`config.mk`:
```
export PLATFORM = sky130hd
export DESIGN_NAME = dropout_run_detect_merge_unit
export DESIGN_NICKNAME = d
export VERILOG_FILES = /design/src/rtl/drdm_pkg.sv /design/src/rtl/drdm_regs.sv /design/src/rtl/drdm_core.sv /design/src/rtl/drdm_fifo.sv /design/src/rtl/dropout_run_detect_merge_unit.sv
export VERILOG_INCLUDE_DIRS = /design/src /design/src/rtl
export SDC_FILE = /design/constraint.sdc
export NUM_CORES = 1
export LEC_CHECK = 0
export BUFFER_PORTS_ARGS = -buffer_cell sky130_fd_sc_hd__clkbuf_2
export CORE_MARGIN = 2
export CORE_UTILIZATION = 40
export CTS_CLUSTER_DIAMETER = 40
export DETAILED_ROUTE_END_ITERATION = 10
export PLACE_DENSITY = 0.64
export SLEW_MARGIN = 15
export SYNTH_ARGS = -nofsm -noshare
export SYNTH_HDL_FRONTEND = slang
export SYNTH_SLANG_ARGS = --single-unit
export TNS_END_PERCENT = 5
```
`constraint.sdc`:
```
create_clock -name clk_i -period 7.8 [get_ports clk_i]
set_clock_uncertainty 0.05 [all_clocks]
set_input_delay 0.78 -clock clk_i [delete_from_list [all_inputs] [get_ports clk_i]]
set_output_delay 0.78 -clock clk_i [all_outputs]
set_load 0.01 [all_outputs]
```
`src/rtl/dropout_run_detect_merge_unit_macros.svh`:
```
// ------------------------------------------------------------------------
// Dropout run detect and merge: assertion macros
// Clocked assertion helpers shared by the RTL modules.
// ------------------------------------------------------------------------
`ifndef DROPOUT_RUN_DETECT_MERGE_UNIT_MACROS_SVH
`define DROPOUT_RUN_DETECT_MERGE_UNIT_MACROS_SVH

// Check an implication on every clock edge outside reset.
`define DRDM_ASSERT(label, prop, msg) \
  label: assert property (@(posedge clk_i) disable iff (!rst_ni) prop) else $error(msg);

// Check that a condition never holds outside reset.
`define DRDM_ASSERT_NEVER(label, cond, msg) \
  label: assert property (@(posedge clk_i) disable iff (!rst_ni) !(cond)) else $error(msg);

`endif

```
`src/rtl/drdm_pkg.sv`:
```
// ------------------------------------------------------------------------
// Dropout run detect and merge: package
// Field widths, register map, reset values and transfer types.
// ------------------------------------------------------------------------
package drdm_pkg;

  localparam int X_BITS    = 11;
  localparam int LINE_BITS = 10;
  localparam int HOLD_BITS = 4;
  localparam int ADDR_BITS = 4;
  localparam int DATA_BITS = 32;

  // Result queue depth; must be at least two.
  localparam int FIFO_DEPTH = 4;

  // Register indexes (paddr[3:2])
  localparam logic [1:0] REG_AREA_START  = 2'd0;
  localparam logic [1:0] REG_AREA_END    = 2'd1;
  localparam logic [1:0] REG_HOLD_LENGTH = 2'd2;
  localparam logic [1:0] REG_MIN_GAP     = 2'd3;

  localparam logic [X_BITS-1:0]    AREA_START_RST  = X_BITS'(0);
  localparam logic [X_BITS-1:0]    AREA_END_RST    = X_BITS'(2047);
  localparam logic [HOLD_BITS-1:0] HOLD_LENGTH_RST = HOLD_BITS'(5);
  localparam logic [X_BITS-1:0]    MIN_GAP_RST     = X_BITS'(50);

  typedef struct packed {
    logic                 dropout_flag;
    logic [X_BITS-1:0]    pixel_x;
    logic [LINE_BITS-1:0] line_index;
    logic                 last_in_line;
    logic                 last_in_field;
  } in_t;

  typedef struct packed {
    logic [X_BITS-1:0]    run_start;
    logic [X_BITS-1:0]    run_end;
    logic [LINE_BITS:0]   run_line;
    logic                 last_result;
  } out_t;

  typedef struct packed {
    logic [X_BITS-1:0]    area_start;
    logic [X_BITS-1:0]    area_end;
    logic [HOLD_BITS-1:0] hold_length;
    logic [X_BITS-1:0]    min_gap;
  } cfg_t;

  // Results of one item, written into the queue in the same cycle.
  typedef struct packed {
    logic [1:0] num;
    out_t       res0;
    out_t       res1;
  } push_t;

endpackage

```
`src/rtl/drdm_regs.sv`:
```
// ------------------------------------------------------------------------
// Dropout run detect and merge: configuration registers
// APB-style register file holding the area, hold length and merge gap.
// ------------------------------------------------------------------------
module drdm_regs (
  input  logic                             clk_i,
  input  logic                             rst_ni,
  input  logic                             psel,
  input  logic                             penable,
  input  logic                             pwrite,
  input  logic [drdm_pkg::ADDR_BITS-1:0]   paddr,
  input  logic [drdm_pkg::DATA_BITS-1:0]   pwdata,
  output logic [drdm_pkg::DATA_BITS-1:0]   prdata,
  output logic                             pready,
  output drdm_pkg::cfg_t                   cfg_o
);

  drdm_pkg::cfg_t cfg_q;
  logic           wr_en;
  logic [1:0]     reg_idx;

  assign pready  = 1'b1;
  assign wr_en   = psel & penable & pwrite;
  assign reg_idx = paddr[3:2];
  assign cfg_o   = cfg_q;

  always_ff @(posedge clk_i or negedge rst_ni) begin
    if (!rst_ni) begin
      cfg_q.area_start  <= drdm_pkg::AREA_START_RST;
      cfg_q.area_end    <= drdm_pkg::AREA_END_RST;
      cfg_q.hold_length <= drdm_pkg::HOLD_LENGTH_RST;
      cfg_q.min_gap     <= drdm_pkg::MIN_GAP_RST;
    end else if (wr_en) begin
      case (reg_idx)
        drdm_pkg::REG_AREA_START:  cfg_q.area_start  <= pwdata[drdm_pkg::X_BITS-1:0];
        drdm_pkg::REG_AREA_END:    cfg_q.area_end    <= pwdata[drdm_pkg::X_BITS-1:0];
        drdm_pkg::REG_HOLD_LENGTH: cfg_q.hold_length <= pwdata[drdm_pkg::HOLD_BITS-1:0];
        drdm_pkg::REG_MIN_GAP:     cfg_q.min_gap     <= pwdata[drdm_pkg::X_BITS-1:0];
        default: ;
      endcase
    end
  end

  always_comb begin
    case (reg_idx)
      drdm_pkg::REG_AREA_START:  prdata = drdm_pkg::DATA_BITS'(cfg_q.area_start);
      drdm_pkg::REG_AREA_END:    prdata = drdm_pkg::DATA_BITS'(cfg_q.area_end);
      drdm_pkg::REG_HOLD_LENGTH: prdata = drdm_pkg::DATA_BITS'(cfg_q.hold_length);
      drdm_pkg::REG_MIN_GAP:     prdata = drdm_pkg::DATA_BITS'(cfg_q.min_gap);
      default:                   prdata = '0;
    endcase
  end

endmodule

```
`src/rtl/drdm_core.sv`:
```
// ------------------------------------------------------------------------
// Dropout run detect and merge: run tracker
// Input register, open run hold counter and pending merge register.
// ------------------------------------------------------------------------
`include "dropout_run_detect_merge_unit_macros.svh"

module drdm_core (
  input  logic            clk_i,
  input  logic            rst_ni,
  input  drdm_pkg::cfg_t  cfg_i,
  input  logic            in_valid_i,
  output logic            in_ready_o,
  input  drdm_pkg::in_t   in_data_i,
  input  logic            space_i,
  output drdm_pkg::push_t push_o
);

  localparam int XB = drdm_pkg::X_BITS;
  localparam int LB = drdm_pkg::LINE_BITS;
  localparam int HB = drdm_pkg::HOLD_BITS;

  logic          item_valid_q;
  drdm_pkg::in_t item_q;
  logic          advance;

  logic [HB-1:0] hold_q, hold_d;
  logic [XB-1:0] open_start_q, open_start_d;
  logic [LB:0]   open_line_q, open_line_d;
  logic          pend_valid_q, pend_valid_d;
  logic [XB-1:0] pend_start_q, pend_start_d;
  logic [XB-1:0] pend_end_q, pend_end_d;
  logic [LB:0]   pend_line_q, pend_line_d;

  logic          in_area, closed, merge;
  logic [XB-1:0] cs, ce;
  logic [LB:0]   cl;
  logic [XB:0]   reach;
  logic [HB-1:0] hold_load;
  logic [1:0]    num;
  drdm_pkg::out_t res0, res1;

  function automatic drdm_pkg::out_t make_res(logic [XB-1:0] s, logic [XB-1:0] e,
                                              logic [LB:0] l);
    drdm_pkg::out_t r;
    r.run_start   = s;
    r.run_end     = e;
    r.run_line    = l;
    r.last_result = 1'b0;
    return r;
  endfunction

  assign advance    = item_valid_q & space_i;
  assign in_ready_o = ~item_valid_q | space_i;

  always_ff @(posedge clk_i or negedge rst_ni) begin
    if (!rst_ni) begin
      item_valid_q <= 1'b0;
    end else if (in_ready_o) begin
      item_valid_q <= in_valid_i;
    end
  end

  always_ff @(posedge clk_i) begin
    if (in_valid_i && in_ready_o) begin
      item_q <= in_data_i;
    end
  end

  always_comb begin
    hold_d       = hold_q;
    open_start_d = open_start_q;
    open_line_d  = open_line_q;
    pend_valid_d = pend_valid_q;
    pend_start_d = pend_start_q;
    pend_end_d   = pend_end_q;
    pend_line_d  = pend_line_q;
    closed       = 1'b0;
    cs           = '0;
    ce           = '0;
    cl           = '0;
    num          = 2'd0;
    res0         = '0;
    res1         = '0;

    in_area   = (item_q.pixel_x >= cfg_i.area_start) && (item_q.pixel_x < cfg_i.area_end);
    hold_load = (cfg_i.hold_length == '0) ? HB'(1) : cfg_i.hold_length;

    if (in_area) begin
      if (item_q.dropout_flag) begin
        if (hold_q == '0) begin
          hold_d       = hold_load;
          open_start_d = item_q.pixel_x;
          open_line_d  = {1'b0, item_q.line_index} + (LB+1)'(1);
        end
      end else if (hold_q != '0) begin
        hold_d = hold_q - HB'(1);
        if (hold_d == '0) begin
          closed = 1'b1;
          cs     = open_start_q;
          ce     = item_q.pixel_x - XB'(1);
          cl     = open_line_q;
        end
      end
    end

    // Line or field end closes whatever is still open.
    if ((item_q.last_in_line || item_q.last_in_field) && hold_d != '0) begin
      hold_d = '0;
      closed = 1'b1;
      cs     = open_start_d;
      ce     = cfg_i.area_end;
      cl     = open_line_d;
    end

    reach = {1'b0, pend_end_q} + {1'b0, cfg_i.min_gap};
    merge = pend_valid_q && (pend_line_q == cl) && (reach > {1'b0, cs});

    if (closed) begin
      if (merge) begin
        pend_end_d = ce;
      end else begin
        if (pend_valid_q) begin
          res0 = make_res(pend_start_q, pend_end_q, pend_line_q);
          num  = 2'd1;
        end
        pend_valid_d = 1'b1;
        pend_start_d = cs;
        pend_end_d   = ce;
        pend_line_d  = cl;
      end
    end

    // Flush the pending run at field end.
    if (item_q.last_in_field && pend_valid_d) begin
      if (num == 2'd0) begin
        res0 = make_res(pend_start_d, pend_end_d, pend_line_d);
      end else begin
        res1 = make_res(pend_start_d, pend_end_d, pend_line_d);
      end
      num          = num + 2'd1;
      pend_valid_d = 1'b0;
    end

    if (num == 2'd1) begin
      res0.last_result = 1'b1;
    end
    if (num == 2'd2) begin
      res1.last_result = 1'b1;
    end
  end

  assign push_o.num  = advance ? num : 2'd0;
  assign push_o.res0 = res0;
  assign push_o.res1 = res1;

  always_ff @(posedge clk_i or negedge rst_ni) begin
    if (!rst_ni) begin
      hold_q       <= '0;
      open_start_q <= '0;
      open_line_q  <= '0;
      pend_valid_q <= 1'b0;
      pend_start_q <= '0;
      pend_end_q   <= '0;
      pend_line_q  <= '0;
    end else if (advance) begin
      hold_q       <= hold_d;
      open_start_q <= open_start_d;
      open_line_q  <= open_line_d;
      pend_valid_q <= pend_valid_d;
      pend_start_q <= pend_start_d;
      pend_end_q   <= pend_end_d;
      pend_line_q  <= pend_line_d;
    end
  end

  `DRDM_ASSERT(a_field_end_flushes, advance && item_q.last_in_field |=> !pend_valid_q, "pending run survived field end")
  `DRDM_ASSERT(a_line_end_closes, advance && (item_q.last_in_line || item_q.last_in_field) |=> hold_q == '0, "run still open after line end")

endmodule

```
`src/rtl/drdm_fifo.sv`:
```
// ------------------------------------------------------------------------
// Dropout run detect and merge: result queue
// Register queue taking up to two results a cycle, handing out one when the output is ready.
// ------------------------------------------------------------------------
`include "dropout_run_detect_merge_unit_macros.svh"

module drdm_fifo #(
  parameter int DEPTH = drdm_pkg::FIFO_DEPTH
) (
  input  logic            clk_i,
  input  logic            rst_ni,
  input  drdm_pkg::push_t push_i,
  output logic            space_o,
  output logic            out_valid_o,
  input  logic            out_ready_i,
  output drdm_pkg::out_t  out_data_o
);

  localparam int PTR_W = $clog2(DEPTH);
  localparam int CNT_W = $clog2(DEPTH + 1);

  drdm_pkg::out_t   mem_q [DEPTH];
  logic [PTR_W-1:0] wr_ptr_q, wr_ptr_d, wr_ptr1, rd_ptr_q;
  logic [CNT_W-1:0] count_q, count_d;
  logic             pop;

  function automatic logic [PTR_W-1:0] ptr_inc(logic [PTR_W-1:0] p);
    return (p == PTR_W'(DEPTH - 1)) ? '0 : p + PTR_W'(1);
  endfunction

  assign space_o     = count_q <= CNT_W'(DEPTH - 2);
  assign out_valid_o = count_q != '0;
  assign out_data_o  = mem_q[rd_ptr_q];
  assign pop         = out_valid_o & out_ready_i;
  assign wr_ptr1     = ptr_inc(wr_ptr_q);

  always_comb begin
    case (push_i.num)
      2'd0:    wr_ptr_d = wr_ptr_q;
      2'd1:    wr_ptr_d = wr_ptr1;
      default: wr_ptr_d = ptr_inc(wr_ptr1);
    endcase
    count_d = count_q + CNT_W'(push_i.num) - CNT_W'(pop);
  end

  always_ff @(posedge clk_i) begin
    if (push_i.num != 2'd0) begin
      mem_q[wr_ptr_q] <= push_i.res0;
    end
    if (push_i.num == 2'd2) begin
      mem_q[wr_ptr1] <= push_i.res1;
    end
  end

  always_ff @(posedge clk_i or negedge rst_ni) begin
    if (!rst_ni) begin
      wr_ptr_q <= '0;
      rd_ptr_q <= '0;
      count_q  <= '0;
    end else begin
      wr_ptr_q <= wr_ptr_d;
      count_q  <= count_d;
      if (pop) begin
        rd_ptr_q <= ptr_inc(rd_ptr_q);
      end
    end
  end

  `DRDM_ASSERT_NEVER(a_no_overflow, count_q > CNT_W'(DEPTH), "result queue overflow")
  `DRDM_ASSERT(a_push_has_room, push_i.num != 2'd0 |-> count_q <= CNT_W'(DEPTH - 2), "push without room for two results")

endmodule

```
`src/rtl/dropout_run_detect_merge_unit.sv`:
```
// An accepted pixel is held in the input register until the result queue has room; its
//   results are then written into the result queue, from which the output reads them.
// Throughput: one pixel per cycle while the result queue has room; results leave it one per
//   cycle while the output is ready, so a pixel that yields two results uses two transfers.
// Input stalls only when the result queue cannot take two more results.
// Reset (asynchronous, active low) clears the open run, the pending run, the queue
//   and sets the registers to their defaults.
// ------------------------------------------------------------------------
// Dropout run detect and merge unit
// Turns per-pixel dropout flags into merged dropout runs for one field.
// ------------------------------------------------------------------------
module dropout_run_detect_merge_unit #(
  parameter int FIFO_DEPTH = drdm_pkg::FIFO_DEPTH
) (
  input  logic                           clk_i,
  input  logic                           rst_ni,
  input  logic                           in_valid_i,
  output logic                           in_ready_o,
  input  drdm_pkg::in_t                  in_data_i,
  output logic                           out_valid_o,
  input  logic                           out_ready_i,
  output drdm_pkg::out_t                 out_data_o,
  input  logic                           psel,
  input  logic                           penable,
  input  logic                           pwrite,
  input  logic [drdm_pkg::ADDR_BITS-1:0] paddr,
  input  logic [drdm_pkg::DATA_BITS-1:0] pwdata,
  output logic [drdm_pkg::DATA_BITS-1:0] prdata,
  output logic                           pready
);

  drdm_pkg::cfg_t  cfg;
  drdm_pkg::push_t push;
  logic            space;

  drdm_regs u_regs (
    .clk_i   (clk_i),
    .rst_ni  (rst_ni),
    .psel    (psel),
    .penable (penable),
    .pwrite  (pwrite),
    .paddr   (paddr),
    .pwdata  (pwdata),
    .prdata  (prdata),
    .pready  (pready),
    .cfg_o   (cfg)
  );

  drdm_core u_core (
    .clk_i      (clk_i),
    .rst_ni     (rst_ni),
    .cfg_i      (cfg),
    .in_valid_i (in_valid_i),
    .in_ready_o (in_ready_o),
    .in_data_i  (in_data_i),
    .space_i    (space),
    .push_o     (push)
  );

  drdm_fifo #(
    .DEPTH (FIFO_DEPTH)
  ) u_fifo (
    .clk_i       (clk_i),
    .rst_ni      (rst_ni),
    .push_i      (push),
    .space_o     (space),
    .out_valid_o (out_valid_o),
    .out_ready_i (out_ready_i),
    .out_data_o  (out_data_o)
  );

endmodule

```
---- Word-level counts from Yosys, hierarchy flattened ----
Memories as Yosys holds them, arrays and structs flattened.
Cells that the tools add are included.
operators by class
  add/sub/neg operators ................... 10
  order comparisons ....................... 4
  eq/ne operators ......................... 11
  muxes and demuxes ....................... 63
  bitwise operators ....................... 6
  reduce and logical (&&, ||, !) cells .... 21
operator list
  cell                                                                  number
  11-bit two-way mux                                                    26
  34-bit two-way mux                                                    7
  32-bit case mux with 4 select lines                                   1
  4-bit two-way mux                                                     6
  1-bit two-way mux                                                     15
  2-bit == test, second input constant                                  7
  2-bit two-way mux                                                     7
  11-bit by 11-bit adder with 12-bit output                             1
  12-bit by 11-bit greater-than comparator with 1-bit output            1
  4-bit zero test                                                       3
  10-bit by 1-bit adder with 11-bit output, second input constant       1
  11-bit == test                                                        1
  11-bit greater-or-equal comparator                                    1
  11-bit less-than comparator                                           1
  11-bit by 1-bit subtractor with 11-bit output, second input constant  1
  2-bit by 1-bit adder with 2-bit output, second input constant         4
  2-bit AND reduction                                                   4
  4-bit nonzero test                                                    2
  2-bit by 1-bit == test with 1-bit output, second input constant       3
  1-bit logical AND                                                     6
  2-bit zero test                                                       3
  1-bit bitwise AND                                                     4
  2-bit case mux with 2 select lines                                    1
  4-bit by 1-bit subtractor with 4-bit output, second input constant    1
  8 further kinds                                                       8
word-level totals
  bits in registers ....................... 129
  RAM bits ................................ 136
  input bits .............................. 67
  output and inout port bits .............. 69
  word-level logic and storage cells ...... 136
  memories kept ........................... 1
memory list
  name          words  width  read ports  clocked after Yosys merged registers in  wr ports  line             text
  u_fifo.mem_q  4      34     1           0                                        2         drdm_fifo.sv:22  drdm_pkg::out_t mem_q [DEPTH];

---- Depth between registers and ports, before layout ----
Gate-level depths: netlist of the first run.
  word-level depth ........................ 19
  gate-level depth with buffers ........... 37
  mapped depth without buffers ............ 30

---- Cells and area by module ----
From an unflattened synthesis of the first run, not the netlist that was laid out.
second synthesis, totals
  cell total of the unflattened synthesis .. 1291
  area, all modules ....................... 16025.4 µm²
by module, submodules not included
  module     times used  cells each  area each (µm²)  sequential area each (µm²)
  drdm_fifo  1           389         7305.8           4259.1
  drdm_core  1           766         6835.3           2247.2
  drdm_regs  1           136         1884.3           945.9

---- Worst setup path after synthesis of the first run ----
Ideal clock, no wire load.
  path type ............................... reg-to-reg
  from .................................... reg u_core.item_q[12] (netlist bit)
  to ...................................... mem u_fifo.mem_q[2][0] (netlist bit), enable pin
  library setup time ...................... 0.392 ns
  arrival ................................. 7.477 ns
  setup slack ............................. -0.119 ns
  cell stages (with the launch flop) ...... 34
  cell sequence ........................... edfxtp_1 inv_1 ha_1 nand2b_1 a2111oi_0 nor4_1 nor2_1 nor2_1 a31oi_1 clkbuf_1 nand2_1 o21ai_0 inv_1 ha_1 nor2b_1 o21a_1 o21a_1 o21a_1 o21bai_1 a21oi_1 o41ai_1 nand2_1 nand3_4 nand3_1 buf_2 inv_1 ha_1 clkbuf_1 nor2_1 clkbuf_1 nand2_1 clkbuf_1 clkbuf_1 nand2_1
RTL lines
  element                 line             text
  from (decl)             drdm_core.sv:23  drdm_pkg::in_t item_q;
  from (signal assigned)  drdm_core.sv:65  item_q <= in_data_i;
  to (decl)               drdm_fifo.sv:22

==> results.md, run 1 <==
* Largest family of logic cells by synthesized area: compound AO/OA/AOI/OAI gates
* Total setup violations reported at the end of the flow at 0
* Adder-cell share of the synthesized area at a little under 5%
* Post-route DRC at 0
* Cell occurring most often along the worst timing path: sky130_fd_sc_hd__nand2_1
* Vias in the first global route at approximately 13000
* Core ar. at around 40000 um^2
* Post-synthesis xor/xnor area fraction at 1.464%
* Total wire length at about 48000 um
* Number of storage elements in the synthesis netlist at ~270
* Wirelength per Cell at around 22 um
* Average cell area after synthesis at 10.66 um^2
* Post-Place Cells at 2065
* Crit path setup slack, layout at 0.3911 ns
* Wire length of the first global-routing pass at about 74000 um
* Maximum count of clock buffers along a single path at 3
* Overflow after GRT at 0
* Worst-path fanout max at 33
* Total of max-cap violations at 0
* First-pass iteration count of the detailed router at 6
* Clock-pin slew of the registers on the worst-case setup and hold paths at roughly 0.06 ns
* Synthesized netlist cell count at 1515
* Pwr dens at around 450 nW/um^2
* Path type of the worst min-delay path: in2async
* Summed negative setup slack over all endpoints at 0 ns
* Setup repair after global routing missed its margin: yes
* Number of violations reported at the end of detailed-routing iteration 0 at about 1300
* Cell type group with the largest total delay on the critical path: simple AND/OR/NAND/NOR gates
* Simple-gate area share of the yosys netlist at 11.47%
* Synth cell types at approximately 90
* Routability cong. at ~0.93
* Diode count at 0
* Total power at about 8.5 mW
* Async S/R FF share, synth at 39.62%
* Die boundary width at 204.9 um
* Part of the power in combinational logic at between 40% and 50%
* Number of port buffers at 90
* Cell chosen for the clock root: sky130_fd_sc_hd__clkbuf_16
* Reg power frac at 28.0%
* Number of core rows at 73
* Initial Util at a little over 40%
* Static leakage at roughly 7.3 nW
* Total net switching power at about 3.6 mW
* Share of synthesized area occupied by flip-flops and latches at between 40 and 50%
* Cell type with the largest total area after synthesis: sky130_fd_sc_hd__edfxtp_1
* Number of nets in the layout at between 1500 and 2000
* Top Ports at about 140
* Layout cell share with drive strength beyond 1 at a little over a fifth
* Fraction of post-synthesis cell area in the top cell type by area at between 20% and 30%
* Worst-path cell with the longest stage delay: sky130_fd_sc_hd__or4_1
* Final cell count without fillers at about 2200
* Worst-case setup slack after placement at -0.1005 ns
* Period utilization at a little over nine tenths
* Internal Dissipation at 4.881 mW
* Slew Viols, Final at 0
* Net switching share of the total power at a little over two fifths
* Core utilization of the finished layout at 46.98%
* Final-report hold violation count at 0
* Area of the mapped netlist at 16150 um^2
* Highest achievable clock rate at 135.0 MHz
* H-tree levels at 2
* Vias per std cell at 6.033
* Number of flops mapped to enable cells by yosys at 160
* Path type of the worst setup path: reg2reg
* Outcome: completed
* Pin count of the biggest net entering global routing at 58
* Largest voltage drop on the vdd net at between 0.00015 and 0.0002 V
* Number of antenna-violating nets in the routed design at 0
* Leading post-synthesis cells by cell area: sky130_fd_sc_hd__edfxtp_1 (30%), sky130_fd_sc_hd__dfrtp_1 (14%), sky130_fd_sc_hd__mux4_2 (5.3%), sky130_fd_sc_hd__ha_1 (4.6%), sky130_fd_sc_hd__nand2_1 (4.1%)
* Arrival time worst endpoint at between 7 and 8 ns
* Commonest register cell after synthesis: sky130_fd_sc_hd__edfxtp_1
* Multiplexer share of the synthesized area at 9.730%
* Required arrival time at the worst endpoint at about 8.1 ns
* Area growth from synthesis to final layout at 15.84%
* Minimum clock period after layout at 7.409 ns
* Number of sinks handled by clock tree synthesis at 265
* Via Count at 12984
* Total number of yosys warnings at 0
* Slew of the pin with the lowest slew margin at 1.096 ns
* Worst max-slew margin expressed relative to the limit at about 27%
* Nature of the critical path startpoint: register
* Slowest stage delay, CP at 0.69 ns
* Die Footprint at approximately 42000 um^2
* Detailed-placement wirelength estimate at approximately 33000 um
* Crit path capture type: register
* Total routing resource utilization after global routing at 23.12%
* Antenna violations before repair at 0
* Overall die height at approximately 200 um
* Clock power frac at 24.2%
* Compound-gate portion of the synthesized area at 20.87%
* Clock tree from TritonCTS: yes
* CTS Buf Count at 44
* Cts hold-fix bufs at 0
* Combined buffer and inverter count along the critical path at 3
* Skew-Pair Late Insertion Delay at ~0.57 ns
-- cells in the final DEF, fill, tap and decap left out, types with 9 or more instances in the layout --
cell type,netlist,layout
sky130_fd_sc_hd__xnor2_1,19,19
sky130_fd_sc_hd__o221ai_1,29,29
sky130_fd_sc_hd__mux4_2,38,38
sky130_fd_sc_hd__nor2_1,52,51
sky130_fd_sc_hd__nand2_1,177,174
sky130_fd_sc_hd__a211oi_1,10,10
sky130_fd_sc_hd__or3_1,21,21
sky130_fd_sc_hd__mux2_2,39,39
sky130_fd_sc_hd__nand4_1,18,18
sky130_fd_sc_hd__dfrtp_1,89,88
sky130_fd_sc_hd__a32o_1,44,44
sky130_fd_sc_hd__inv_6,0,9
sky130_fd_sc_hd__o22ai_1,50,50
sky130_fd_sc_hd__nand3_1,31,31
sky130_fd_sc_hd__edfxtp_1,160,160
sky130_fd_sc_hd__nor4_1,10,10
sky130_fd_sc_hd__conb_1,2,22
sky130_fd_sc_hd__nand2b_1,14,14
sky130_fd_sc_hd__clkbuf_2,0,89
sky130_fd_sc_hd__o21ai_1,6,10
sky130_fd_sc_hd__o211ai_1,9,9
sky130_fd_sc_hd__nor3_1,13,13
sky130_fd_sc_hd__inv_1,65,65
sky130_fd_sc_hd__ha_1,59,59
sky130_fd_sc_hd__a31oi_1,19,18
sky130_fd_sc_hd__o21a_1,12,12
sky130_fd_sc_hd__a21oi_1,65,65
sky130_fd_sc_hd__o21ai_0,95,91
sky130_fd_sc_hd__a22oi_1,46,46
sky130_fd_sc_hd__and3_1,12,12
sky130_fd_sc_hd__o31ai_1,12,12
sky130_fd_sc_hd__dfstp_2,16,16
sky130_fd_sc_hd__mux2i_1,10,10
sky130_fd_sc_hd__buf_4,23,54
sky130_fd_sc_hd__clkbuf_16,0,44
sky130_fd_sc_hd__a21o_1,14,14
sky130_fd_sc_hd__mux2_4,11,11
-- sequential cells by signal, summed over array words and instances (netlist names), 2 cells and up --
| name | flops |
|---|---|
| u_fifo.wr_ptr_q | 2 |
| u_fifo.count_q | 3 |
| u_core.item_q | 24 |
| u_regs.cfg_o | 37 |
| u_core.pend_line_q | 11 |
| u_core.hold_q | 4 |
| u_core.pend_end_q | 11 |
| u_core.open_start_q | 11 |
| u_fifo.mem_q | 136 |
| u_core.open_line_q | 11 |
| u_core.pend_start_q | 11 |
| u_fifo.rd_ptr_q | 2 |
-- synthesized netlist by cell type, drive strengths merged (44+ instances only) --
| cell | instances |
|---|---|
| nand2 | 177 |
| edfxtp | 160 |
| o21ai | 101 |
| dfrtp | 89 |
| clkbuf | 75 |
| a21oi | 67 |
| inv | 65 |
| buf | 59 |
| ha | 59 |
| nor2 | 53 |
| mux2 | 51 |
| o22ai | 50 |
| a22oi | 46 |
| a32o | 44 |
-- worst paths after layout --
| check | end | startpoint | cells past startpoint | slack (ns) |
|---|---|---|---|---|
| max in group asynchronous | u_core.hold_q[1] | rst_ni | 2 | 6.18 |
| min reg2reg | u_core.open_start_q[1] | u_core.open_start_q[1] | 2 | 0.44 |
| max reg2reg | u_fifo.mem_q[1][30] | u_core.item_q[16] | 27 | 0.39 |
| min in group clk_i | u_core.item_q[19] | in_data_i[19] | 1 | 0.34 |
| max | u_fifo.mem_q[1][30] | u_core.item_q[16] | 27 | 0.39 |
| min | u_core.pend_start_q[3] | rst_ni | 1 | 0.30 |
-- worst reg2reg max path: stages (launching register included) --
cell and delay, ns:
sky130_fd_sc_hd__edfxtp_1 0.53, sky130_fd_sc_hd__ha_1 0.35, sky130_fd_sc_hd__o2111ai_1 0.16, sky130_fd_sc_hd__or4_1 0.69, sky130_fd_sc_hd__nand2_1 0.26, sky130_fd_sc_hd__a21oi_1 0.14, sky130_fd_sc_hd__a31oi_2 0.37, sky130_fd_sc_hd__nand2_1 0.09
sky130_fd_sc_hd__o21ai_0 0.33, sky130_fd_sc_hd__inv_1 0.08, sky130_fd_sc_hd__ha_1 0.30, sky130_fd_sc_hd__nor2b_1 0.14, sky130_fd_sc_hd__o21a_1 0.16, sky130_fd_sc_hd__o21a_1 0.16, sky130_fd_sc_hd__o21a_1 0.16, sky130_fd_sc_hd__o21bai_1 0.13
sky130_fd_sc_hd__a21oi_1 0.10, sky130_fd_sc_hd__o41ai_1 0.50, sky130_fd_sc_hd__nand2_1 0.22, sky130_fd_sc_hd__nand3_4 0.11, sky130_fd_sc_hd__nand3_1 0.10, sky130_fd_sc_hd__inv_1 0.11, sky130_fd_sc_hd__ha_1 0.17, sky130_fd_sc_hd__nand2_1 0.16
sky130_fd_sc_hd__nor2_2 0.38, sky130_fd_sc_hd__nand2_1 0.46, sky130_fd_sc_hd__buf_4 0.43, sky130_fd_sc_hd__a32o_1 0.33
-- area by class of cell --
type | count | area (um^2)
clock inverters | 34 | 445.4
well taps | 525 | 656.9
fillers | 3759 | 21110
inverters | 65 | 244.0
flip-flops and latches | 265 | 7453
clock buffers | 48 | 1126
multi-input cells | 1071 | 7913
repair buffers | 144 | 870.8
-- what timing repair did --
item                       in CTS  in global routing
setup endpoints to repair      43                264
resized for setup               3                  4
pin swaps                       1                  3
buffers inserted                2                  3
-- stage by stage --
step / area [um^2] / hold WS (ns)
floorplan: 16230 / 0.3997
global placement: 17090 / 0.4156
detailed placement: 17090 / 0.4202
CTS: 18680 / 0.3025
global route: 18710 / 0.3131
finish: 18710 / 0.2959
-- kinds of logic after synthesis --
| family | Yosys count |
|---|---|
| multiplexers | 99 |
| other | 2 |
| buffers and inverters | 199 |
| flip-flops | 265 |
| AND/OR/NAND/NOR | 386 |
| adder cells (fa/ha/maj) | 61 |
| AO/OA/AOI/OAI | 476 |
| XOR/XNOR | 27 |
-- power groups by stage --
| stage | logic [mW] | registers, mW | clock network (mW) |
|---|---|---|---|
| 3_3_place_gp | 3.89 | 2.36 | 0 |
| 6_report | 4.05 | 2.38 | 2.05 |
| 3_5_place_dp | 3.97 | 2.39 | 0 |
| 2_1_floorplan | 2.92 | 2.20 | 0 |
| 4_1_cts | 4.00 | 2.36 | 2.08 |
| 5_1_grt | 4.47 | 2.42 | 2.15 |
-- per-layer routing --
metal / up-vias / track usage [%] / wire (um)
li1: 5971 / - / -
met1: 6308 / 32.24 / 20760
met2: 617 / 36.21 / 22000
met3: 88 / 4.009 / 3827
met4: 0 / 8.299 / 1312
met5: - / 0 / 0
No activity file was read; power rests on OpenSTA's default activity.
==> inputs of run 2 (changes only) <==
Settings changed: REMOVE_ABC_BUFFERS set to 1.
==> results.md, run 2 (synthesis results as in run 1) <==
* Reg-to-reg slack, setup at 0.56 ns (+0.17 ns)
* First-pass iteration count of the detailed router at 7 (+1)
* Post-CTS sizing at 0 (-3)
* Detailed-placement wirelength estimate at 32550 um (-2.1%)
* Commonest non-fill, non-tap cells in the layout: sky130_fd_sc_hd__nand2_1 (177), sky130_fd_sc_hd__edfxtp_1 (160), sky130_fd_sc_hd__o21ai_0 (92)
* Post-CTS Repair Setup Buffers at 0 (-2)
* Minimum clock period after layout at 7.240 ns (-0.1688 ns)
* Cell chosen for the clock root: sky130_fd_sc_hd__clkbuf_16
* Final-report hold violation count at 0 (unchanged)
* Worst-path cell with the longest stage delay: sky130_fd_sc_hd__or4_1
* Cts hold-fix bufs at 0 (unchanged)
* FF/Latch Area at 7453 um^2 (unchanged)
* Die boundary width at 204.9 um (unchanged)
* Vias in the first global route at 12594 (-1.7%)
* Diode count at 0 (unchanged)
* Wire length of the first global-routing pass at 72240 um (-2.8%)
* Layout cell share with drive strength beyond 1 at 21.14% (-0.68 points)
* Total wire length at 46290 um (-3.4%)
* Arrival time worst endpoint at 7.42 ns (-0.25 ns)
* Path type of the worst min-delay path: in2async
* Core utilization of the finished layout at 46.48% (-0.50 points)
* Number of logic stages on the critical path including buffering at 30 (+11%)
* Crit path capture type: register
* Initial Util at 40.56% (unchanged)
* Cell type group with the largest total delay on the critical path: compound AO/OA/AOI/OAI gates
* Number of nets in the layout at 1713 (-0.35%)
* Pin count of the biggest net entering global routing at 62 (+6.9%)
* Overall die height at 204.9 um (unchanged)
* Largest voltage drop on the vdd net at 0.0001906 V (-4.7%)
* Most common library cell in the layout ignoring fill and taps: sky130_fd_sc_hd__nand2_1
* Number of sinks handled by clock tree synthesis at 265 (unchanged)
* Post-Place Cells at 2066 (+0.048%)
* Clock-pin slew of the registers on the worst-case setup and hold paths at 0.06 ns (about the same)
* Slowest stage delay, CP at 0.69 ns (about the same)
* Placed cell areas at 17090 um^2 (about the same)
* Routability cong. at 0.9151 (-1.1%)
* CTS Buf Count at 42 (-4.5%)
* Slew of the pin with the lowest slew margin at 1.285 ns (+0.1894 ns)
* Number of violations reported at the end of detailed-routing iteration 0 at 1427 (+9.7%)
* Final hold slack at 0.2262 ns (-0.06975 ns)
* Via Count at 12939 (-0.35%)
* Antenna violations before repair at 0 (unchanged)
* Wirelength per Cell at 21.60 um (-2.9%)
* Overflow after GRT at 0 (unchanged)
* Period utilization at 92.82% (-2.2 points)
* Worst max-slew margin expressed relative to the limit at 13.94% (-13 points)
* Required arrival time at the worst endpoint at 7.98 ns (-0.08 ns)
* Highest achievable clock rate at 138.1 MHz (+2.3%)
* Slew Viols, Final at 0 (unchanged)
* Nature of the critical path startpoint: register
* Number of port buffers at 90 (unchanged)
* Static leakage at 7.196 nW (-1.3%)
* Number of antenna-violating nets in the routed design at 0 (unchanged)
* Post-route DRC at 0 (unchanged)
* Footprint of the multi-input gates at 7921 um^2 (+0.11%)
* Core ar. at 39820 um^2 (unchanged)
* Clock tree from TritonCTS: yes
* Largest Register: u_fifo.mem_q
* Pwr dens at 443.6 nW/um^2 (-2.1%)
* Vias per std cell at 6.038 (about the same)
* Top Ports at 136 (unchanged)
* H-tree levels at 2 (unchanged)
* Total of max-cap violations at 0 (unchanged)
* Area growth from synthesis to final layout at 14.62%
* Cells on worst reg2reg path at 30 (+11%)
* Number of core rows at 73 (unchanged)
* Outcome: completed
* Fillers at 3739 (-0.53%)
* Cell occurring most often along the worst timing path: sky130_fd_sc_hd__nand2_1
* Skew-Pair Late Insertion Delay at 0.55 ns (-0.02 ns)
* Post-route design area at 18510 um^2 (-1.1%)
* Setup repair after global routing missed its margin: no
* Max reg flops at 136 (unchanged)
* Maximum count of clock buffers along a single path at 3 (unchanged)
* Worst-path fanout max at 19 (-42%)
* Total routing resource utilization after global routing at 22.19% (-0.93 points)
* Die Footprint at 42000 um^2 (unchanged)
* Total setup violations reported at the end of the flow at 0 (unchanged)
* Path type of the worst setup path: reg2reg
* Combined buffer and inverter count along the critical path at 6 (+3)
* Final cell count without fillers at 2143 (-0.42%)
## run 2: final cells by class
class	count	share of cell area [%]
clock buffer	52	6.157
sequential	265	40.26
multi-input combinational	1071	42.79
timing repair buffer	140	4.474
clock inverter	25	1.446
tap	525	3.548
inverter	65	1.318
## run 2: final timing paths
check | start | end
max in group asynchronous | rst_ni | u_regs.cfg_o[33]
hold / removal | rst_ni | u_core.pend_start_q[9]
setup / recovery | u_core.item_q[18] | u_fifo.mem_q[2][22]
setup reg to reg | u_core.item_q[18] | u_fifo.mem_q[2][22]
hold reg to reg | u_core.open_start_q[1] | u_core.open_start_q[1]
min in group clk_i | in_data_i[17] | u_core.item_q[17]
## run 2: stage by stage
stage | power (mW) | setup slack, ns | setup TNS (ns)
global placement | 6.219 | 0.3506 | 0
floorplan | 4.984 | -1.684 | -374.41
detailed placement | 6.324 | 0.2902 | 0
finish | 8.212 | 0.5599 | 0
CTS | 8.207 | 0.2818 | 0
global route | 8.745 | 0.1968 | 0
## run 2: where the power goes
| part | leakage, nW | total (mW) | switching [mW] | internal, mW |
|---|---|---|---|---|
| Sequential | 2.75 | 2.37 | 0.366 | 2.00 |
| Combinational | 3.77 | 3.98 | 2.43 | 1.55 |
| Clock | 0.681 | 1.86 | 0.686 | 1.18 |
| Total | 7.20 | 8.21 | 3.48 | 4.73 |
## run 2: worst reg2reg max path: cells and delay by family, from the launching register on
kind                       cells  cell delay (ns)
AOI/OAI and AO/OA             11             2.18
adders and majority gates      3             0.87
buffers and inverters          6             1.15
DFF                            1             0.54
and+or+nand+nor               10             2.15
## run 2: metal layers
| metal | up-vias | wire [um] | GRT usage, % |
|---|---|---|---|
| met1 | 6347 | 21070 | 31.77 |
| met4 | 0 | 1172 | 7.374 |
| met5 | - | 0 | 0 |
| met2 | 538 | 20870 | 34.53 |
| met3 | 87 | 3171 | 3.229 |
| li1 | 5967 | - | - |
